==> src/rtl/core/lfu_cache_table_assert.svh <==
// Assertion macros shared by the cache table RTL.
// Each macro expects clk and arst_n in scope.
`ifndef LFU_CACHE_TABLE_ASSERT_SVH
`define LFU_CACHE_TABLE_ASSERT_SVH

// Same-cycle implication, disabled in reset
`define LFU_ASSERT_NOW(lbl, ante, cons, msg) \
	lbl: assert property (@(posedge clk) disable iff (!arst_n) (ante) |-> (cons)) \
		else $error(msg);

// Next-cycle implication, disabled in reset
`define LFU_ASSERT_NEXT(lbl, ante, cons, msg) \
	lbl: assert property (@(posedge clk) disable iff (!arst_n) (ante) |=> (cons)) \
		else $error(msg);

`endif

==> src/rtl/core/lfu_pkg.sv <==
package lfu_pkg;

	localparam int KEY_W   = 32;
	localparam int VAL_W   = 32;
	localparam int STAMP_W = 48;
	localparam int CAP_W   = 5;

	// request kinds
	typedef enum logic {
		REQ_GET = 1'b0,
		REQ_PUT = 1'b1
	} req_t;

	// control from the scan sequencer to the selector
	typedef struct packed {
		logic clear;
		logic valid;
	} scan_ctl_t;

endpackage

==> src/rtl/core/lfu_victim_sel.sv <==
module lfu_victim_sel #(
	parameter int IDX_W      = 4,
	parameter int COUNT_BITS = 16
) (
	input  logic                          clk,
	input  logic                          arst_n,
	input  lfu_pkg::scan_ctl_t            ctl,
	input  logic [lfu_pkg::KEY_W-1:0]     req_key,
	input  logic [IDX_W-1:0]              idx,
	input  logic [lfu_pkg::KEY_W-1:0]     ent_key,
	input  logic [lfu_pkg::VAL_W-1:0]     ent_value,
	input  logic [COUNT_BITS-1:0]         ent_count,
	input  logic [lfu_pkg::STAMP_W-1:0]   ent_stamp,
	output logic                          found,
	output logic [IDX_W-1:0]              match_idx,
	output logic [lfu_pkg::VAL_W-1:0]     match_value,
	output logic [COUNT_BITS-1:0]         match_count,
	output logic [IDX_W-1:0]              victim_idx,
	output logic [lfu_pkg::KEY_W-1:0]     victim_key
);
	import lfu_pkg::*;

	logic                 found_q;
	logic                 have_q;
	logic [IDX_W-1:0]     match_idx_q;
	logic [VAL_W-1:0]     match_value_q;
	logic [COUNT_BITS-1:0] match_count_q;
	logic [IDX_W-1:0]     victim_idx_q;
	logic [KEY_W-1:0]     victim_key_q;
	logic [COUNT_BITS-1:0] best_count_q;
	logic [STAMP_W-1:0]   best_stamp_q;
	logic                 key_match;
	logic                 take_victim;

	// first key match wins; lowest count, then oldest stamp, first slot on a full tie
	assign key_match   = !found_q && (ent_key == req_key);
	assign take_victim = !have_q || (ent_count < best_count_q) ||
		((ent_count == best_count_q) && (ent_stamp < best_stamp_q));

	// track whether a match and a victim have been seen
	always_ff @(posedge clk or negedge arst_n) begin
		if (!arst_n) begin
			found_q <= 1'b0;
			have_q  <= 1'b0;
		end else if (ctl.clear) begin
			found_q <= 1'b0;
			have_q  <= 1'b0;
		end else if (ctl.valid) begin
			if (key_match)
				found_q <= 1'b1;
			if (take_victim)
				have_q <= 1'b1;
		end
	end

	// hold the matching entry and the best victim so far
	always_ff @(posedge clk) begin
		if (ctl.valid) begin
			if (key_match) begin
				match_idx_q   <= idx;
				match_value_q <= ent_value;
				match_count_q <= ent_count;
			end
			if (take_victim) begin
				victim_idx_q <= idx;
				victim_key_q <= ent_key;
				best_count_q <= ent_count;
				best_stamp_q <= ent_stamp;
			end
		end
	end

	assign found       = found_q;
	assign match_idx   = match_idx_q;
	assign match_value = match_value_q;
	assign match_count = match_count_q;
	assign victim_idx  = victim_idx_q;
	assign victim_key  = victim_key_q;

endmodule

==> src/rtl/core/lfu_cache_table.sv <==
// Key/value cache with least-frequently-used replacement, least recent use
// breaking ties. Pulse start while busy is low to issue a get or a put; the
// result appears on done for exactly one cycle and cannot be held off, so the
// receiver must take it when it comes. Entries sit in a table memory with
// one read and one write port, scanned one slot per cycle over the occupied
// slots only; no new item is taken until the scan and write-back are through,
// and done pulses in the cycle after the write-back. A put while the clamped
// capacity is zero answers in the next cycle and leaves busy low. Capacity is
// written through cfg_valid/cfg_data, always ready; the user must write it
// only while the block is idle, and the block itself does not enforce this.
`include "lfu_cache_table_assert.svh"

module lfu_cache_table #(
	parameter int ENTRIES    = 16,
	parameter int COUNT_BITS = 16
) (
	input  logic                              clk,
	input  logic                              arst_n,
	input  logic                              start,
	output logic                              busy,
	input  logic                              req_type,
	input  logic signed [lfu_pkg::KEY_W-1:0]  lookup_key,
	input  logic signed [lfu_pkg::VAL_W-1:0]  store_value,
	input  logic                              cfg_valid,
	output logic                              cfg_ready,
	input  logic [lfu_pkg::CAP_W-1:0]         cfg_data,
	output logic                              done,
	output logic                              hit,
	output logic signed [lfu_pkg::VAL_W-1:0]  read_value,
	output logic                              evicted,
	output logic signed [lfu_pkg::KEY_W-1:0]  evicted_key
);
	import lfu_pkg::*;

	localparam int IDX_W = (ENTRIES > 1) ? $clog2(ENTRIES) : 1;

	typedef struct packed {
		logic [KEY_W-1:0]      key;
		logic [VAL_W-1:0]      value;
		logic [COUNT_BITS-1:0] count;
		logic [STAMP_W-1:0]    stamp;
	} entry_t;

	typedef enum logic [2:0] {
		ST_IDLE  = 3'b001,
		ST_SCAN  = 3'b010,
		ST_WRITE = 3'b100
	} state_t;

	state_t              state_q;
	logic [CAP_W-1:0]    capacity_q;
	logic [CAP_W-1:0]    occ_q;
	logic [CAP_W-1:0]    ptr_q;
	logic [STAMP_W-1:0]  use_clock_q;
	logic                req_put_q;
	logic [KEY_W-1:0]    req_key_q;
	logic [VAL_W-1:0]    req_val_q;

	entry_t              entry_mem [ENTRIES];
	entry_t              rd_entry_s1;
	logic [IDX_W-1:0]    rd_idx_s1;
	logic                rd_vld_s1;

	logic [CAP_W-1:0]    cap_eff;
	logic                accept;
	logic                cap_zero_put;
	logic                issue;
	scan_ctl_t           scan_ctl;

	logic                found;
	logic [IDX_W-1:0]    match_idx;
	logic [VAL_W-1:0]    match_value;
	logic [COUNT_BITS-1:0] match_count;
	logic [IDX_W-1:0]    victim_idx;
	logic [KEY_W-1:0]    victim_key;

	logic                mem_we;
	logic [IDX_W-1:0]    wr_idx;
	entry_t              wr_entry;
	logic                ins_new;
	logic                res_hit;
	logic [VAL_W-1:0]    res_val;
	logic                res_ev;
	logic [KEY_W-1:0]    res_evkey;

	logic                done_q;
	logic                hit_q;
	logic [VAL_W-1:0]    read_value_q;
	logic                evicted_q;
	logic [KEY_W-1:0]    evicted_key_q;

	// clamp capacity to the table depth
	assign cap_eff      = (32'(capacity_q) > ENTRIES) ? CAP_W'(ENTRIES) : capacity_q;
	assign busy         = (state_q != ST_IDLE);
	assign accept       = start && !busy;
	assign cap_zero_put = accept && (req_type == REQ_PUT) && (cap_eff == '0);
	assign cfg_ready    = 1'b1;

	// slots fill from the bottom and never free, so only 0 .. occ-1 are read
	assign issue          = (state_q == ST_SCAN) && (ptr_q < occ_q);
	assign scan_ctl.clear = accept;
	assign scan_ctl.valid = rd_vld_s1;

	// capacity register
	always_ff @(posedge clk or negedge arst_n) begin
		if (!arst_n)
			capacity_q <= CAP_W'(16);
		else if (cfg_valid && cfg_ready)
			capacity_q <= cfg_data;
	end

	// sequencer, occupancy and use clock
	always_ff @(posedge clk or negedge arst_n) begin
		if (!arst_n) begin
			state_q     <= ST_IDLE;
			ptr_q       <= '0;
			occ_q       <= '0;
			use_clock_q <= '0;
			rd_vld_s1   <= 1'b0;
		end else begin
			rd_vld_s1 <= issue;
			unique case (state_q)
				ST_IDLE: begin
					if (accept && !cap_zero_put) begin
						state_q <= ST_SCAN;
						ptr_q   <= '0;
					end
				end
				ST_SCAN: begin
					if (issue)
						ptr_q <= ptr_q + 1'b1;
					else
						state_q <= ST_WRITE;
				end
				ST_WRITE: begin
					state_q <= ST_IDLE;
					if (ins_new)
						occ_q <= occ_q + 1'b1;
					if (mem_we)
						use_clock_q <= use_clock_q + 1'b1;
				end
				default: state_q <= ST_IDLE;
			endcase
		end
	end

	// capture the request
	always_ff @(posedge clk) begin
		if (accept) begin
			req_put_q <= (req_type == REQ_PUT);
			req_key_q <= lookup_key;
			req_val_q <= store_value;
		end
	end

	// entry table: one read and one write port, registered read
	always_ff @(posedge clk) begin
		if (issue) begin
			rd_entry_s1 <= entry_mem[IDX_W'(ptr_q)];
			rd_idx_s1   <= IDX_W'(ptr_q);
		end
		if (mem_we)
			entry_mem[wr_idx] <= wr_entry;
	end

	lfu_victim_sel #(
		.IDX_W      (IDX_W),
		.COUNT_BITS (COUNT_BITS)
	) u_sel (
		.clk         (clk),
		.arst_n      (arst_n),
		.ctl         (scan_ctl),
		.req_key     (req_key_q),
		.idx         (rd_idx_s1),
		.ent_key     (rd_entry_s1.key),
		.ent_value   (rd_entry_s1.value),
		.ent_count   (rd_entry_s1.count),
		.ent_stamp   (rd_entry_s1.stamp),
		.found       (found),
		.match_idx   (match_idx),
		.match_value (match_value),
		.match_count (match_count),
		.victim_idx  (victim_idx),
		.victim_key  (victim_key)
	);

	// write-back: touch a hit, insert or replace on a put miss
	always_comb begin
		mem_we         = 1'b0;
		wr_idx         = match_idx;
		wr_entry.key   = req_key_q;
		wr_entry.value = req_val_q;
		wr_entry.count = COUNT_BITS'(1);
		wr_entry.stamp = use_clock_q;
		ins_new        = 1'b0;
		res_hit        = 1'b0;
		res_val        = '0;
		res_ev         = 1'b0;
		res_evkey      = '0;
		if (state_q == ST_WRITE) begin
			if (found) begin
				mem_we         = 1'b1;
				res_hit        = 1'b1;
				wr_entry.count = (match_count == '1) ? match_count : match_count + 1'b1;
				if (!req_put_q) begin
					wr_entry.value = match_value;
					res_val        = match_value;
				end
			end else if (req_put_q) begin
				mem_we = 1'b1;
				if (occ_q < cap_eff) begin
					wr_idx  = IDX_W'(occ_q);
					ins_new = 1'b1;
				end else begin
					wr_idx    = victim_idx;
					res_ev    = 1'b1;
					res_evkey = victim_key;
				end
			end
		end
	end

	// result strobe
	always_ff @(posedge clk or negedge arst_n) begin
		if (!arst_n)
			done_q <= 1'b0;
		else
			done_q <= (state_q == ST_WRITE) || cap_zero_put;
	end

	// result payload
	always_ff @(posedge clk) begin
		if ((state_q == ST_WRITE) || cap_zero_put) begin
			hit_q         <= res_hit;
			read_value_q  <= res_val;
			evicted_q     <= res_ev;
			evicted_key_q <= res_evkey;
		end
	end

	assign done        = done_q;
	assign hit         = hit_q;
	assign read_value  = read_value_q;
	assign evicted     = evicted_q;
	assign evicted_key = evicted_key_q;

	`LFU_ASSERT_NOW(a_occ_in_range, 1'b1, 32'(occ_q) <= ENTRIES, "occupancy beyond table depth")
	`LFU_ASSERT_NOW(a_scan_ptr, state_q == ST_SCAN, ptr_q <= occ_q, "scan pointer past occupancy")
	`LFU_ASSERT_NOW(a_evict_not_hit, done_q && evicted_q, !hit_q, "eviction reported on a hit")
	`LFU_ASSERT_NOW(a_evict_keeps_occ, done_q && evicted_q, $stable(occ_q), "eviction changed occupancy")
	`LFU_ASSERT_NEXT(a_write_done, state_q == ST_WRITE, done_q && !busy, "write-back gave no result")

endmodule
==> config.mk <==
export PLATFORM = sky130hd
export DESIGN_NAME = lfu_cache_table
export DESIGN_NICKNAME = d
export VERILOG_FILES = /design/src/rtl/core/lfu_pkg.sv /design/src/rtl/core/lfu_victim_sel.sv /design/src/rtl/core/lfu_cache_table.sv
export VERILOG_INCLUDE_DIRS = /design/src /design/src/rtl/core
export SDC_FILE = /design/constraint.sdc
export NUM_CORES = 2
export LEC_CHECK = 0
export BUFFER_PORTS_ARGS = -buffer_cell sky130_fd_sc_hd__buf_2
export CAP_MARGIN = 20
export CORE_MARGIN = 4
export CORE_UTILIZATION = 25
export CTS_BUF_LIST = sky130_fd_sc_hd__clkbuf_8
export DETAILED_ROUTE_END_ITERATION = 7
export GPL_TIMING_DRIVEN = 0
export HOLD_SLACK_MARGIN = 0.03
export PLACE_DENSITY = 0.38
export SYNTH_ARGS = -nofsm -noshare
export SYNTH_HDL_FRONTEND = slang
export SYNTH_SLANG_ARGS = --single-unit
==> constraint.sdc <==
create_clock -name clk -period 8.5 [get_ports clk]
set_input_delay 0.85 -clock clk [delete_from_list [all_inputs] [get_ports clk]]
set_output_delay 0.85 -clock clk [all_outputs]
set_load 0.03 [all_outputs]
# After elaboration in Yosys (flattened, before gate mapping)
# Memory sizes are Yosys's and may differ from the RTL's. A register that Yosys moved wholly into a read port is not among the register bits.
# Index checks and enable logic that the tools add are counted.
# totals
regBits	357
ram_bits	2048
word_cells	109
n_memories	1
# mem_list
memory	words	word_bits	read_ports	rd_ports_with_merged_regs	write_ports	line_no	text
entry_mem	16	128	1	1	1	lfu_cache_table.sv:59	entry_t entry_mem [ENTRIES];
# classes
addsub	4
magnitude_cmp	5
eq_ne	10
mux	32
bitwise	3
reduce_logical	30
# ops
cell	count
48-bit two-way mux	2
48-bit by 1-bit adder with 48-bit output (second input constant)	1
48-bit less-than comparator	1
32-bit == test	1
32-bit two-way mux	1
1-bit two-way mux	17
16-bit by 1-bit adder with 16-bit output (second input constant)	1
16-bit == test	1
16-bit == test (second input constant)	1
16-bit less-than comparator	1
16-bit two-way mux	1
4-bit two-way mux	4
5-bit two-way mux	3
2-bit AND reduction	7
5-bit by 1-bit adder with 5-bit output (second input constant)	2
5-bit less-than comparator	2
5-bit case mux with 2 select lines	1
2-bit nonzero test	4
1-bit logical AND	7
3-bit two-way mux	2
2-bit != test (second input constant)	3
3-bit case mux with 2 select lines	1
3-bit OR reduction	2
5-bit > comparator (second input constant)	1
10 further kinds	17

# Depth between registers and ports, before layout
# logic_depth
depth_word	9
mapped_depth	10
ltp_nobuf	9

# By module
# Synthesis repeated with hierarchy kept, for this count alone.
# hier_totals
cells_unflattened	4051
hier_area_um2	95825.7
# modules_own_cells
module	instances	cells_each	area_each_um2
lfu_cache_table	1	3619	89226.8
lfu_victim_sel	1	432	6598.8

# Least setup slack after synthesis
# OpenSTA, ideal clock, no wires.
# synth_path
path_kind	register -> register
from	register rd_entry_s1[63] (netlist name)
to	register u_sel.best_count_q[0], enable pin
setup_time_ps	697
arrival_ps	8552
required_time_ps	7803
slack_ps	-748
stages_incl_launch_ff	7
path_buffers	0
period_less_slack_ps	9248
path_cell_list	edfxtp_1 -> ha_1 -> nand3_1 -> nor4_1 -> o2111ai_1 -> or3_1 -> o21ai_0
# synth_between
elab_chain_cells	4
elab_cells_between_ends	6
cone_classes	order compare (1); eq/ne (1); reduce/logical (4)
# synth_lines
element	line_no	text
16-bit less-than comparator / 16-bit == test (equally long branches)	lfu_victim_sel.sv:37, lfu_victim_sel.sv:38	
1-bit logical OR / 1-bit logical AND (equally long branches)	lfu_victim_sel.sv:37, lfu_victim_sel.sv:38	
1-bit logical OR *	lfu_victim_sel.sv:37	assign take_victim = !have_q || (ent_count < best_count_q) ||
2-bit AND reduction (no line) *	n/a	
end signal, assigned	lfu_victim_sel.sv:67	best_count_q <= ent_count;
end, declared	lfu_victim_sel.sv:30	logic [COUNT_BITS-1:0] best_count_q;
# Every way passes the cells marked *; elsewhere a longest branch is shown, timed or not.
# A chain may end at the register's enable or synchronous reset.

# Final worst setup path
# layout_path
from	register capacity_q[4]
to	memory entry_mem[3][85] in the netlist's numbering, enable pin
# layout_between
elab_chain_cells	7
# layout_lines
element	line_no	text
start, declared	lfu_cache_table.sv:51	logic [CAP_W-1:0] capacity_q;
start signal, assigned	lfu_cache_table.sv:109	capacity_q <= cfg_data;
5-bit > comparator	lfu_cache_table.sv:93	assign cap_eff = (32'(capacity_q) > ENTRIES) ? CAP_W'(ENTRIES) : capacity_q;
5-bit two-way mux *	lfu_cache_table.sv:93	
5-bit less-than comparator *	lfu_cache_table.sv:211	if (occ_q < cap_eff) begin
4-bit two-way mux *	lfu_cache_table.sv:211	
4-bit two-way mux *	lfu_cache_table.sv:209	end else if (req_put_q) begin
4-bit two-way mux *	lfu_cache_table.sv:201	if (found) begin
4-bit two-way mux *	lfu_cache_table.sv:200	if (state_q == ST_WRITE) begin
end, declared	lfu_cache_table.sv:59	
# Marked as above.

==> parameters.txt <==
Parameter                              Value

Pwr
  Int Power    0.0204 W
  Lkg Pwr    37.3 nW
  Clock network power share    0.367
  Total power    0.0272 W
  Power density relative to cell area    236 mW/mm^2
  Switching component of the power    0.00685 W
  Net Sw Frac    0.252
  Part of the total power dissipated in sequential elements    0.536
  Part of the total power dissipated in combinational logic    0.097
  Worst IR drop on VDD    0.000138 V

GRT
  Pin count of the biggest net entering global routing    62
  Vias in the first global route    48500
  Total congestion overflow    0
  Total routing resource utilization after global routing    0.141
  Number of antenna violations at the first check in global routing    19
  First-pass GRT wire length    388000 microns

Detailed routing
  Vias after detailed routing    45000
  Drt total wl    279000 microns
  Antenna violation net count after detailed routing    0
  Drc violations    0
  Drt wl/cell    27.3 microns
  Initial DRC Count    3567
  Via count normalized by instance count    4.40
  1st-pass router iterations    5

Synth
  Asr flop ratio synth    0.0276
  Portion of netlist area occupied by mux cells    0.156
  Post-synthesis adder-cell area fraction    0.00982
  Ys Warns    0
  Post-synthesis instance total    4016
  Number of enable-type register cells in the synthesized netlist    2463
  Post-synthesis compound-gate area fraction    0.00570
  Dominant combinational cell family by area after synthesis    multiplexers
  Post-synthesis cell type count    59
  Number of synthesized register bits    2533
  Commonest register cell after synthesis    sky130_fd_sc_hd__edfxtp_1
  Simple-Gate Fraction of Synth Area    0.0174
  Post-Syn Area per Cell    23.8 sq um
  Netlist area before placement    0.0955 sq mm
  Share of the yosys chip area belonging to registers    0.793
  Xor and xnor area share after synthesis    0.00889
  Synthesized Nets    4165

Critical path
  Critical setup path kind    register to register
  Data required time of the worst path    9.15 ns
  Critical-path maximum fanout    17
  Worst setup SP type    register
  WP data arrival    5.66 ns
  Worst setup EP type    register

STA
  Number of failing setup endpoints in the final timing report    0
  Number of slew-limit violations in the final report    0
  Slew of the pin with the lowest slew margin    1.17 ns
  Post-layout min period    5.01 ns
  Clock skew    0.0748 ns
  Period utilisation layout    0.589
  Fmax    0.200 GHz
  Unrepaired setup endpoints after global routing    no
  Accumulated negative setup slack    0 ns
  Number of hold-slack violations in the final timing report    0
  Worst-case headroom to the max-slew limit    0.217

Floorplan
  DIE WIDTH    626 microns
  Number of placement rows    226
  Top-Level Pins    143
  Die footprint    0.392 sq mm
  Die Ht    626 microns
  Core Footprint    0.380 sq mm
  Starting density of the core    0.252

Finish
  Synth-to-layout area growth    20.7%
  Most common cell after layout, fill and taps aside    sky130_fd_sc_hd__edfxtp_1
  Most frequent cells in the layout    sky130_fd_sc_hd__edfxtp_1 (2463), sky130_fd_sc_hd__mux4_2 (640), sky130_fd_sc_hd__clkbuf_8 (451)
  Fraction of layout cells with a size suffix above 1    0.316
  Count of nets after finishing    5014
  Number of standard cells in the final layout excluding fillers    10200

Clock network
  Max clock buf depth    4
  Clock tree from TritonCTS    built
  Insertion delay of the later-clocked pin in the worst-skew pair    1.03 ns
  Total number of clock tree sinks    2533
  Total number of H-tree levels    5
  Clock slew seen by the registers of the worst setup and hold paths    0.06 ns
  Inserted Clock Buffers    426
  Number of gates given a new drive strength after cts    0
  Clock root buffer master    sky130_fd_sc_hd__clkbuf_8

Placed design
  Routability cong.    0.677
  Hpwl dp    179000 microns
  Cell total after placement    9382
  Buffers on Ports    141

Hold path
  Worst min-delay path class    primary input to register

Status
  Run status    completed

Run
  Number of maximum-capacitance constraint violations    0
[worst max-delay path, cell delays in order (launching register included)]
cell and delay [ns]:
sky130_fd_sc_hd__dfstp_2 0.56, sky130_fd_sc_hd__inv_1 0.14, sky130_fd_sc_hd__ha_1 0.35, sky130_fd_sc_hd__o2111ai_1 0.12, sky130_fd_sc_hd__nor2_1 0.31, sky130_fd_sc_hd__o21ba_2 0.21, sky130_fd_sc_hd__buf_2 0.52, sky130_fd_sc_hd__a222oi_1 0.26
sky130_fd_sc_hd__or2_2 0.45, sky130_fd_sc_hd__nor2_4 0.62, sky130_fd_sc_hd__buf_16 0.25, sky130_fd_sc_hd__buf_12 0.20, sky130_fd_sc_hd__buf_16 0.19, sky130_fd_sc_hd__buf_16 0.18, sky130_fd_sc_hd__buf_12 0.22
[final timing paths]
path	endpoint	slack (ns)	startpoint	cells past startpoint
max in group asynchronous	capacity_q[4]$_DFFE_PN1P_	7.33	arst_n	3
hold / removal	req_val_q[31]$_DFFE_PP_	0.17	store_value[31]	1
min in group asynchronous	use_clock_q[34]$_DFFE_PN0P_	0.41	arst_n	2
setup reg to reg	entry_mem[3][85]$_DFFE_PP_	3.49	capacity_q[4]$_DFFE_PN1P_	14
hold reg to reg	u_sel.match_value[15]$_DFFE_PP_	0.35	rd_entry_s1[79]$_DFFE_PP_	0
setup / recovery	entry_mem[3][85]$_DFFE_PP_	3.49	capacity_q[4]$_DFFE_PN1P_	14
[power by group through the flow]
stage	Sequential [W]	Clock [W]	Combinational (W)
6_report	0.0146	0.00999	0.00265
3_3_place_gp	0.0150	0	0.00255
4_1_cts	0.0146	0.0104	0.00275
2_1_floorplan	0.0148	0	0.00150
3_5_place_dp	0.0149	0	0.00272
5_1_grt	0.0146	0.0110	0.00286
[state kept, by name (all words and copies together) (netlist names), 48 cells and up]
register	count
u_sel.best_stamp_q	48
entry_mem	2048
rd_entry_s1	128
use_clock_q	48
[cell families (layout without fill, tap and decap cells)]
group | after synthesis | after routing
buffers and inverters | 238 | 1422
xor gates and xnor gates | 97 | 97
DFF | 2533 | 2533
muxes | 680 | 680
adders and majority gates | 75 | 75
AOI/OAI and AO/OA | 83 | 83
other | 1 | 9
and+or+nand+nor | 309 | 309
[synthesized netlist by cell type, types with 4 or more instances]
master                         n  share of area
sky130_fd_sc_hd__a211oi_1      4        0.00031
sky130_fd_sc_hd__a21o_1       15         0.0012
sky130_fd_sc_hd__a21oi_1      29         0.0015
sky130_fd_sc_hd__and2_1       66         0.0043
sky130_fd_sc_hd__and3_1        6        0.00039
sky130_fd_sc_hd__buf_1        17        0.00067
sky130_fd_sc_hd__buf_2        43         0.0023
sky130_fd_sc_hd__clkbuf_1     96         0.0038
sky130_fd_sc_hd__dfrtp_1      68          0.018
sky130_fd_sc_hd__edfxtp_1   2463           0.77
sky130_fd_sc_hd__ha_1         75         0.0098
sky130_fd_sc_hd__inv_1        81         0.0032
sky130_fd_sc_hd__mux2_2       37         0.0044
sky130_fd_sc_hd__mux4_2      640           0.15
sky130_fd_sc_hd__nand2_1      56         0.0022
sky130_fd_sc_hd__nand2b_1      7        0.00046
sky130_fd_sc_hd__nand3_1      32         0.0017
sky130_fd_sc_hd__nand4_1      36         0.0024
sky130_fd_sc_hd__nor2_1       56         0.0022
sky130_fd_sc_hd__nor3_1       10        0.00052
sky130_fd_sc_hd__nor4_1       11        0.00072
sky130_fd_sc_hd__o2111ai_1     4        0.00037
sky130_fd_sc_hd__o21ai_0      14        0.00073
sky130_fd_sc_hd__xnor2_1      63         0.0058
sky130_fd_sc_hd__xor2_1       34         0.0031
[stage by stage]
stage | area [sq um] | hold WS [ns] | util | worst slack, ns
after floorplan | 95500 | 0.400 | - | 0.465
after global placement | 103000 | 0.403 | 0.270 | -11.57
after detailed placement | 107000 | 0.405 | 0.282 | 3.49
after CTS | 115000 | 0.0686 | 0.303 | 3.41
after global routing | 115000 | 0.0803 | 0.304 | 3.28
final | 115000 | 0.170 | 0.304 | 3.49
[cell type report]
cell class / instances / area (sq um)
multi-input cells: 1245 / 19000
repair buffers: 421 / 5610
well taps: 5016 / 6280
plain buffers: 157 / 664
fillers: 36600 / 264000
inverters: 81 / 317
flip-flops and latches: 2533 / 75700
clock inverters: 312 / 1450
diodes: 8 / 20.0
clock buffers: 451 / 6210
[layer usage]
| metal | vias to the layer above | global-route usage | share of wire |
|---|---|---|---|
| li1 | 18800 | - | - |
| met1 | 24700 | 0.185 | 0.43 |
| met2 | 1071 | 0.240 | 0.50 |
| met3 | 425 | 0.0233 | 0.043 |
| met4 | 8 | 0.0368 | 0.025 |
| met5 | - | 0 | 0.00018 |
[timing repair]
item | in CTS | in global routing
setup endpoints to repair | 0 | 0
buffers inserted | 0 | 0
hold endpoints to repair | 88 | 0
hold buffers | 67 | 0
(Power assumes the default switching activity.)
